<file path="config.mk">
export PLATFORM = sky130hd
export DESIGN_NAME = bbart_datapath
export DESIGN_NICKNAME = d
export VERILOG_FILES = /design/src/bbart_pkg.sv /design/src/bbart_div.sv /design/src/bbart_datapath.sv
export SDC_FILE = /design/constraint.sdc
export NUM_CORES = 2
export LEC_CHECK = 0
export BUFFER_PORTS_ARGS = -buffer_cell sky130_fd_sc_hd__buf_2
export CAP_MARGIN = 30
export CORE_MARGIN = 4
export CORE_UTILIZATION = 56
export DETAILED_ROUTE_END_ITERATION = 7
export PLACE_DENSITY = 0.86
export SYNTH_ARGS = -nofsm -noshare
export SYNTH_HDL_FRONTEND = slang
export SYNTH_SLANG_ARGS = --single-unit
export TNS_END_PERCENT = 30
</file>
<file path="constraint.sdc">
create_clock -name clk_i -period 18.8 [get_ports clk_i]
set_input_delay 1.88 -clock clk_i [delete_from_list [all_inputs] [get_ports clk_i]]
set_output_delay 1.88 -clock clk_i [all_outputs]
set_load 0.02 [all_outputs]
</file>
<file path="src/bbart_pkg.sv">
// shared types, codes and state encodings for the box accumulate / ray test block
// no dependencies
package bbart_pkg;

  localparam int unsigned CoordW = 32;
  localparam int unsigned TW     = 31;
  localparam int unsigned QuotW  = 49;   // |(b - o) * 65536| < 2^49
  localparam int unsigned DivW   = 50;   // signed dividend width

  typedef enum logic [1:0] {
    OP_EXPAND = 2'd0,
    OP_POINT  = 2'd1,
    OP_RAY    = 2'd2,
    OP_NONE   = 2'd3
  } op_e;

  typedef enum logic [1:0] {
    AXIS_X = 2'd0,
    AXIS_Y = 2'd1,
    AXIS_Z = 2'd2
  } axis_e;

  typedef enum logic [2:0] {
    ST_IDLE,
    ST_EXEC,
    ST_DIV_START,
    ST_DIV_WAIT,
    ST_OUT
  } state_e;

  typedef struct packed {
    logic [1:0]         operation;
    logic signed [31:0] point_x;
    logic signed [31:0] point_y;
    logic signed [31:0] point_z;
    logic signed [31:0] dir_x;
    logic signed [31:0] dir_y;
    logic signed [31:0] dir_z;
  } in_t;

  typedef struct packed {
    logic        inside_res;
    logic        hit;
    logic [30:0] t_near;
    logic [30:0] t_far;
    logic [1:0]  long_axis;
  } out_t;

  // controller to datapath
  typedef struct packed {
    logic       load;       // capture input beat
    logic       exec;       // run expand / point test / ray setup
    logic       div_start;  // start one division
    logic       div_take;   // fold finished quotient into interval
    logic [1:0] axis;
    logic       far_sel;    // 0 min bound, 1 max bound
  } cmd_t;

  // datapath to controller
  typedef struct packed {
    logic is_ray;
    logic ray_dead;   // interval already empty / miss
    logic dir_zero;   // current axis direction is zero
    logic div_done;
  } sts_t;

endpackage

</file>
<file path="src/bbart_div.sv">
// iterative signed divider, one quotient bit per cycle, truncating toward zero
// depends on bbart_pkg
module bbart_div (
  input  logic                                clk_i,
  input  logic                                rst_ni,
  input  logic                                start_i,
  input  logic signed [bbart_pkg::DivW-1:0]   num_i,
  input  logic signed [31:0]                  den_i,
  output logic                                done_o,
  output logic signed [bbart_pkg::DivW-1:0]   quo_o
);

  localparam int unsigned CntW = $clog2(bbart_pkg::DivW + 1);

  logic [bbart_pkg::DivW-1:0] rem_q, rem_d;
  logic [bbart_pkg::DivW-1:0] quo_q, quo_d;
  logic [31:0]                den_q, den_d;
  logic                       neg_q, neg_d;
  logic [CntW-1:0]            cnt_q, cnt_d;
  logic                       busy_q, busy_d;
  logic                       done_q, done_d;
  logic [bbart_pkg::DivW-1:0] rem_sh;
  logic [bbart_pkg::DivW-1:0] num_abs;

  always_comb begin
    num_abs = num_i[bbart_pkg::DivW-1] ? bbart_pkg::DivW'(-num_i) : num_i;
    rem_sh  = {rem_q[bbart_pkg::DivW-2:0], quo_q[bbart_pkg::DivW-1]};
    rem_d   = rem_q;
    quo_d   = quo_q;
    den_d   = den_q;
    neg_d   = neg_q;
    cnt_d   = cnt_q;
    busy_d  = busy_q;
    done_d  = 1'b0;
    if (start_i) begin
      rem_d  = '0;
      quo_d  = num_abs;
      den_d  = den_i[31] ? 32'(-den_i) : den_i;
      neg_d  = num_i[bbart_pkg::DivW-1] ^ den_i[31];
      cnt_d  = CntW'(bbart_pkg::DivW);
      busy_d = 1'b1;
    end else if (busy_q) begin
      if (rem_sh >= bbart_pkg::DivW'(den_q)) begin
        rem_d = rem_sh - bbart_pkg::DivW'(den_q);
        quo_d = {quo_q[bbart_pkg::DivW-2:0], 1'b1};
      end else begin
        rem_d = rem_sh;
        quo_d = {quo_q[bbart_pkg::DivW-2:0], 1'b0};
      end
      cnt_d = cnt_q - 1'b1;
      if (cnt_q == CntW'(1)) begin
        busy_d = 1'b0;
        done_d = 1'b1;
      end
    end
  end

  always_ff @(posedge clk_i or negedge rst_ni) begin
    if (!rst_ni) begin
      busy_q <= 1'b0;
      done_q <= 1'b0;
      cnt_q  <= '0;
    end else begin
      busy_q <= busy_d;
      done_q <= done_d;
      cnt_q  <= cnt_d;
    end
  end

  always_ff @(posedge clk_i) begin
    rem_q <= rem_d;
    quo_q <= quo_d;
    den_q <= den_d;
    neg_q <= neg_d;
  end

  assign done_o = done_q;
  assign quo_o  = neg_q ? bbart_pkg::DivW'(-quo_q) : quo_q;

endmodule

</file>
<file path="src/bbart_datapath.sv">
// box registers, compares, ray interval and shared divider
// depends on bbart_pkg, bbart_div
module bbart_datapath (
  input  logic              clk_i,
  input  logic              rst_ni,
  input  bbart_pkg::in_t    in_i,
  input  bbart_pkg::cmd_t   cmd_i,
  output bbart_pkg::sts_t   sts_o,
  output bbart_pkg::out_t   res_o
);

  logic signed [31:0] min_q [3];
  logic signed [31:0] max_q [3];
  bbart_pkg::in_t     item_q;
  logic               inside_q;
  logic               dead_q;
  logic               ray_q;
  logic signed [32:0] lo_q, hi_q;   // running interval
  logic signed [32:0] tn_q;         // min-bound quotient of current axis

  logic signed [31:0] pt   [3];
  logic signed [31:0] dr   [3];
  logic signed [31:0] bnd, org, den;
  logic signed [32:0] diff;
  logic signed [bbart_pkg::DivW-1:0] num;
  logic signed [bbart_pkg::DivW-1:0] quo;
  logic signed [32:0] qsat, tn, tf, lo_n, hi_n;
  logic               div_done;
  logic signed [32:0] ex [3];
  logic [1:0]         major;

  assign pt[0] = item_q.point_x;
  assign pt[1] = item_q.point_y;
  assign pt[2] = item_q.point_z;
  assign dr[0] = item_q.dir_x;
  assign dr[1] = item_q.dir_y;
  assign dr[2] = item_q.dir_z;

  always_comb begin
    bnd  = cmd_i.far_sel ? max_q[cmd_i.axis] : min_q[cmd_i.axis];
    org  = pt[cmd_i.axis];
    den  = dr[cmd_i.axis];
    diff = 33'(bnd) - 33'(org);
    num  = bbart_pkg::DivW'(signed'({diff, 16'h0000}));
  end

  bbart_div u_div (
    .clk_i   (clk_i),
    .rst_ni  (rst_ni),
    .start_i (cmd_i.div_start),
    .num_i   (num),
    .den_i   (den),
    .done_o  (div_done),
    .quo_o   (quo)
  );

  // saturate quotient to signed 32 bits
  always_comb begin
    if (quo > bbart_pkg::DivW'(signed'(33'sh07FFFFFFF)))
      qsat = 33'sh07FFFFFFF;
    else if (quo < -bbart_pkg::DivW'(signed'(33'sh080000000)))
      qsat = -33'sh080000000;
    else
      qsat = quo[32:0];
    tn   = (tn_q > qsat) ? qsat : tn_q;
    tf   = (tn_q > qsat) ? tn_q : qsat;
    lo_n = (tn > lo_q) ? tn : lo_q;
    hi_n = (tf < hi_q) ? tf : hi_q;
  end

  always_comb begin
    for (int i = 0; i < 3; i++) begin
      ex[i] = 33'(max_q[i]) - 33'(min_q[i]);
    end
    if (ex[0] > ex[1] && ex[0] > ex[2]) major = bbart_pkg::AXIS_X;
    else if (ex[1] > ex[2])            major = bbart_pkg::AXIS_Y;
    else                               major = bbart_pkg::AXIS_Z;
  end

  always_ff @(posedge clk_i or negedge rst_ni) begin
    if (!rst_ni) begin
      for (int i = 0; i < 3; i++) begin
        min_q[i] <= 32'sh7FFFFFFF;
        max_q[i] <= 32'sh80000000;
      end
      dead_q   <= 1'b0;
      ray_q    <= 1'b0;
      inside_q <= 1'b0;
    end else begin
      if (cmd_i.exec) begin
        ray_q    <= (item_q.operation == bbart_pkg::OP_RAY);
        inside_q <= 1'b0;
        dead_q   <= 1'b0;
        case (item_q.operation)
          bbart_pkg::OP_EXPAND: begin
            for (int i = 0; i < 3; i++) begin
              if (pt[i] > max_q[i]) max_q[i] <= pt[i];
              if (pt[i] < min_q[i]) min_q[i] <= pt[i];
            end
          end
          bbart_pkg::OP_POINT: begin
            inside_q <= pt[0] <= max_q[0] && pt[1] <= max_q[1] && pt[2] <= max_q[2]
                     && pt[0] >= min_q[0] && pt[1] >= min_q[1] && pt[2] >= min_q[2];
          end
          bbart_pkg::OP_RAY: begin
            dead_q <= !(min_q[0] <= max_q[0] && min_q[1] <= max_q[1]
                        && min_q[2] <= max_q[2]);
          end
          default: begin
          end
        endcase
      end else if (cmd_i.div_start && den == 32'sd0) begin
        // zero direction: miss only when origin is outside the slab
        if (org < min_q[cmd_i.axis] || org > max_q[cmd_i.axis]) dead_q <= 1'b1;
      end else if (cmd_i.div_take && cmd_i.far_sel) begin
        if (lo_n > hi_n) dead_q <= 1'b1;
      end
    end
  end

  always_ff @(posedge clk_i) begin
    if (cmd_i.load) item_q <= in_i;
    if (cmd_i.exec) begin
      lo_q <= '0;
      hi_q <= 33'sh07FFFFFFF;
    end
    if (cmd_i.div_take) begin
      if (!cmd_i.far_sel) begin
        tn_q <= qsat;
      end else begin
        lo_q <= lo_n;
        hi_q <= hi_n;
      end
    end
  end

  assign sts_o.is_ray   = ray_q;
  assign sts_o.ray_dead = dead_q;
  assign sts_o.dir_zero = (den == 32'sd0);
  assign sts_o.div_done = div_done;

  assign res_o.inside_res = inside_q;
  assign res_o.hit        = ray_q && !dead_q;
  assign res_o.t_near     = (ray_q && !dead_q) ? lo_q[30:0] : '0;
  assign res_o.t_far      = (ray_q && !dead_q) ? hi_q[30:0] : '0;
  assign res_o.long_axis  = major;

endmodule

</file>
==> impl_metrics.env <==
export IMPL_status="finished, final reports clean"
export IMPL_htreeDepth=3
export IMPL_yosys_register_bits=628
export IMPL_post_route_min_period_ns=14.48
export IMPL_met2RoutedLength_um=65700
export IMPL_hold_violations=0
export IMPL_port_buffers=272
export IMPL_pin_count=273
export IMPL_worst_pin_slew_ns=1.08
export IMPL_grt_antenna_before_repair=10
export IMPL_cp_num_buf_inv=4
export IMPL_synth_distinct_cells=85
export IMPL_fmax_mhz=69.0
export IMPL_cts_buffers=73
export IMPL_synth_seq_area_share_pct=33.7
export IMPL_area_growth_pct=9.81
export IMPL_layout_nets=6378
export IMPL_syn_area_um2=49900
export IMPL_antenna_left=0
export IMPL_highest_layer="met5"
export IMPL_rsz0062_at_grt="no"
export IMPL_worstPathMaxFanout=70
export IMPL_gp_congestion=1.02
export IMPL_cpMostUsedCell="o21a_1"
export IMPL_crit_family="compound AO/OA/AOI/OAI gates"
export IMPL_crit_cells=52
export IMPL_wl_per_cell_um=21.4
export IMPL_dp_hpwl_um=112000
export IMPL_start_util_pct=56.5
export IMPL_worst_hold_path_type="reg2reg"
export IMPL_slew_viol_final=0
export IMPL_grt_max_degree=92
export IMPL_holdPathStages=2
export IMPL_critical_path_max_stage_delay_ns=0.75
export IMPL_drc=0
export IMPL_async_reset_ff_share_pct=32.3
export IMPL_met3_length_um=11900
export IMPL_drv_cap=0
export IMPL_die_area_um2=94000
export IMPL_clock_sinks=628
export IMPL_synth_largest_area_cell="edfxtp_1"
export IMPL_cts_hold_buf=0
export IMPL_clk_pin_slew_ns=0.06
export IMPL_critPathRequiredTime_ns=19.31
export IMPL_ys_flop_type="edfxtp_1"
export IMPL_clk_latency_ns=0.66
export IMPL_yosys_warnings=0
export IMPL_synth_edf_count=310
export IMPL_syn_num_nets=6170
export IMPL_synth_top_cell_area_share_pct=18.6
export IMPL_drive_gt1_share_pct=16.5
export IMPL_dr_pass1_iters=6
export IMPL_dieWidth_um=307
export IMPL_r2r_cells=52
export IMPL_root_buffer="clkbuf_16"
export IMPL_crit_path_end_kind="register"
export IMPL_crit_slowest_cell="a31o_2"
export IMPL_final_core_util_pct=62.1
export IMPL_met1_length_um=59100
export IMPL_wl_um=145000
export IMPL_synth_avg_cell_area_um2=9.40
export IMPL_grt_pass1_vias=41093
export IMPL_finalCritPeriodShare_pct=77.0
export IMPL_syn_inst=5311
export IMPL_grt_ovfl_total=0
export IMPL_cp_start_kind="register"
export IMPL_dr_first_iter_drc_count=4331
export IMPL_skew_ns=0.0405
export IMPL_ctsLongestPathBuffers=3
export IMPL_num_rows=109
export IMPL_cts_tree="built"
export IMPL_post_cts_setup_buffers=0
export IMPL_worstPathArrival_ns=15.00
export IMPL_cts_resized=0
export IMPL_grt_pass1_wl_um=224000
export IMPL_relSlewSlack_pct=26.7
export IMPL_vias_per_cell=6.20
export IMPL_num_vias=41872
export IMPL_die_h_um=307
export IMPL_track_usage_pct=29.8
export IMPL_setup_viol=0
export IMPL_fin_tns_setup_ns=0
export IMPL_core_um2=88400
export IMPL_synth_area_top_cells="edfxtp_1, ha_1, mux2_2, dfrtp_1, dfstp_2"
export IMPL_path_class="reg2reg"
-- metrics by stage --
step / hold slack (ns) / instances / cell area [um^2] / setup WS [ns]
floorplan: 0.458 / 5311 / 49900 / 6.63
CTS: 0.501 / 6740 / 54800 / 4.49
global route: 0.513 / 6748 / 54800 / 3.47
global placement: 0.483 / 6604 / 52400 / 4.81
detailed placement: 0.490 / 6607 / 52400 / 4.59
finish: 0.498 / 6750 / 54800 / 4.32
-- final timing paths --
kind	startpoint	endpoint	slack, ns
worst max-delay path	u_div.quo_q[25]	dead_q	4.32
worst min-delay path	u_div.rem_q[48]	u_div.rem_q[48]	0.50
worst max register to register	u_div.quo_q[25]	dead_q	4.32
worst min register to register	u_div.rem_q[48]	u_div.rem_q[48]	0.50
max in group asynchronous	rst_ni	max_q[66]	16.11
min in group asynchronous	rst_ni	max_q[92]	1.27
-- cell usage after synthesis (20+ instances only) --
cell type and n:
nand4_1 133, o31ai_1 41, o21bai_1 22, edfxtp_1 310
a21o_1 126, nor2b_1 122, and3_1 27, ha_1 651
o21ai_0 270, clkbuf_1 119, a211oi_1 35, buf_1 39
nand3_1 75, or3_1 38, dfxtp_1 115, nand2b_1 108
nor3_1 119, nor4_1 35, mux2_4 29, xor2_1 120
a21boi_0 20, mux2i_1 205, a311oi_1 28, dfstp_2 96
o21a_1 65, or2_2 54, xnor2_1 128, dfrtp_1 107
a21oi_1 429, inv_1 490, nor2_1 405, mux2_2 292
nand2_1 225
-- sequential cells by signal, summed over array words and instances, names as in the netlist, 6 cells and up --
signal and cells:
item_q 98, dr 96, max_q 96, min_q 96, u_div.quo_q 50, u_div.rem_q 49
hi_q 33, lo_q 33, tn_q 33, u_div.den_q 32, u_div.cnt_q 6
-- layout by cell type, fill, tap and decap left out, drive strengths merged, types with 107 or more instances in the layout --
cell type / Yosys / routed
a21oi: 429 / 429
nor2b: 122 / 122
xor2: 120 / 120
nand2b: 108 / 108
a21o: 126 / 126
mux2i: 205 / 205
nor2: 405 / 405
dfxtp: 115 / 115
inv: 491 / 503
buf: 63 / 313
o21ai: 271 / 271
xnor2: 128 / 128
dfrtp: 107 / 107
mux2: 321 / 321
nor3: 119 / 119
nand2: 225 / 225
edfxtp: 310 / 310
nand4: 133 / 133
ha: 651 / 651
-- final cells by class --
cell class              instances  area (um^2)
multi-input cells            4009        30600
diodes                          8         20.0
clock inverters                43          438
fillers                      7155        33500
inverters                     492         1850
flip-flops and latches        628        16800
well taps                    1165         1460
repair buffers                315         1780
clock buffers                  90         1930
-- routing by layer --
metal  up-vias  track usage [%]
li1      19639                -
met1     20016             38.7
met2      1800             48.6
met3       413             4.83
met4         4             14.6
met5         -                0
-- worst reg2reg max path: cells and delay by family (launching register included) --
kind / cells / cell delay, ns
buf+inv: 4 / 1.40
fa+ha+maj: 3 / 0.85
flops: 1 / 0.42
compound gates: 32 / 7.09
simple gates: 8 / 2.76
mux: 5 / 1.82
-- cell families after synthesis --
logic type | synth area share, %
AND/OR/NAND/NOR | 14.1
AO/OA/AOI/OAI | 14.6
buffers and inverters | 5.22
adder cells (fa/ha/maj) | 16.5
flip-flops | 33.7
multiplexers | 11.6
XOR/XNOR | 4.35
Power is not shown: default switching activity piles up to over one toggle a cycle in this logic, so the estimate is an artifact.
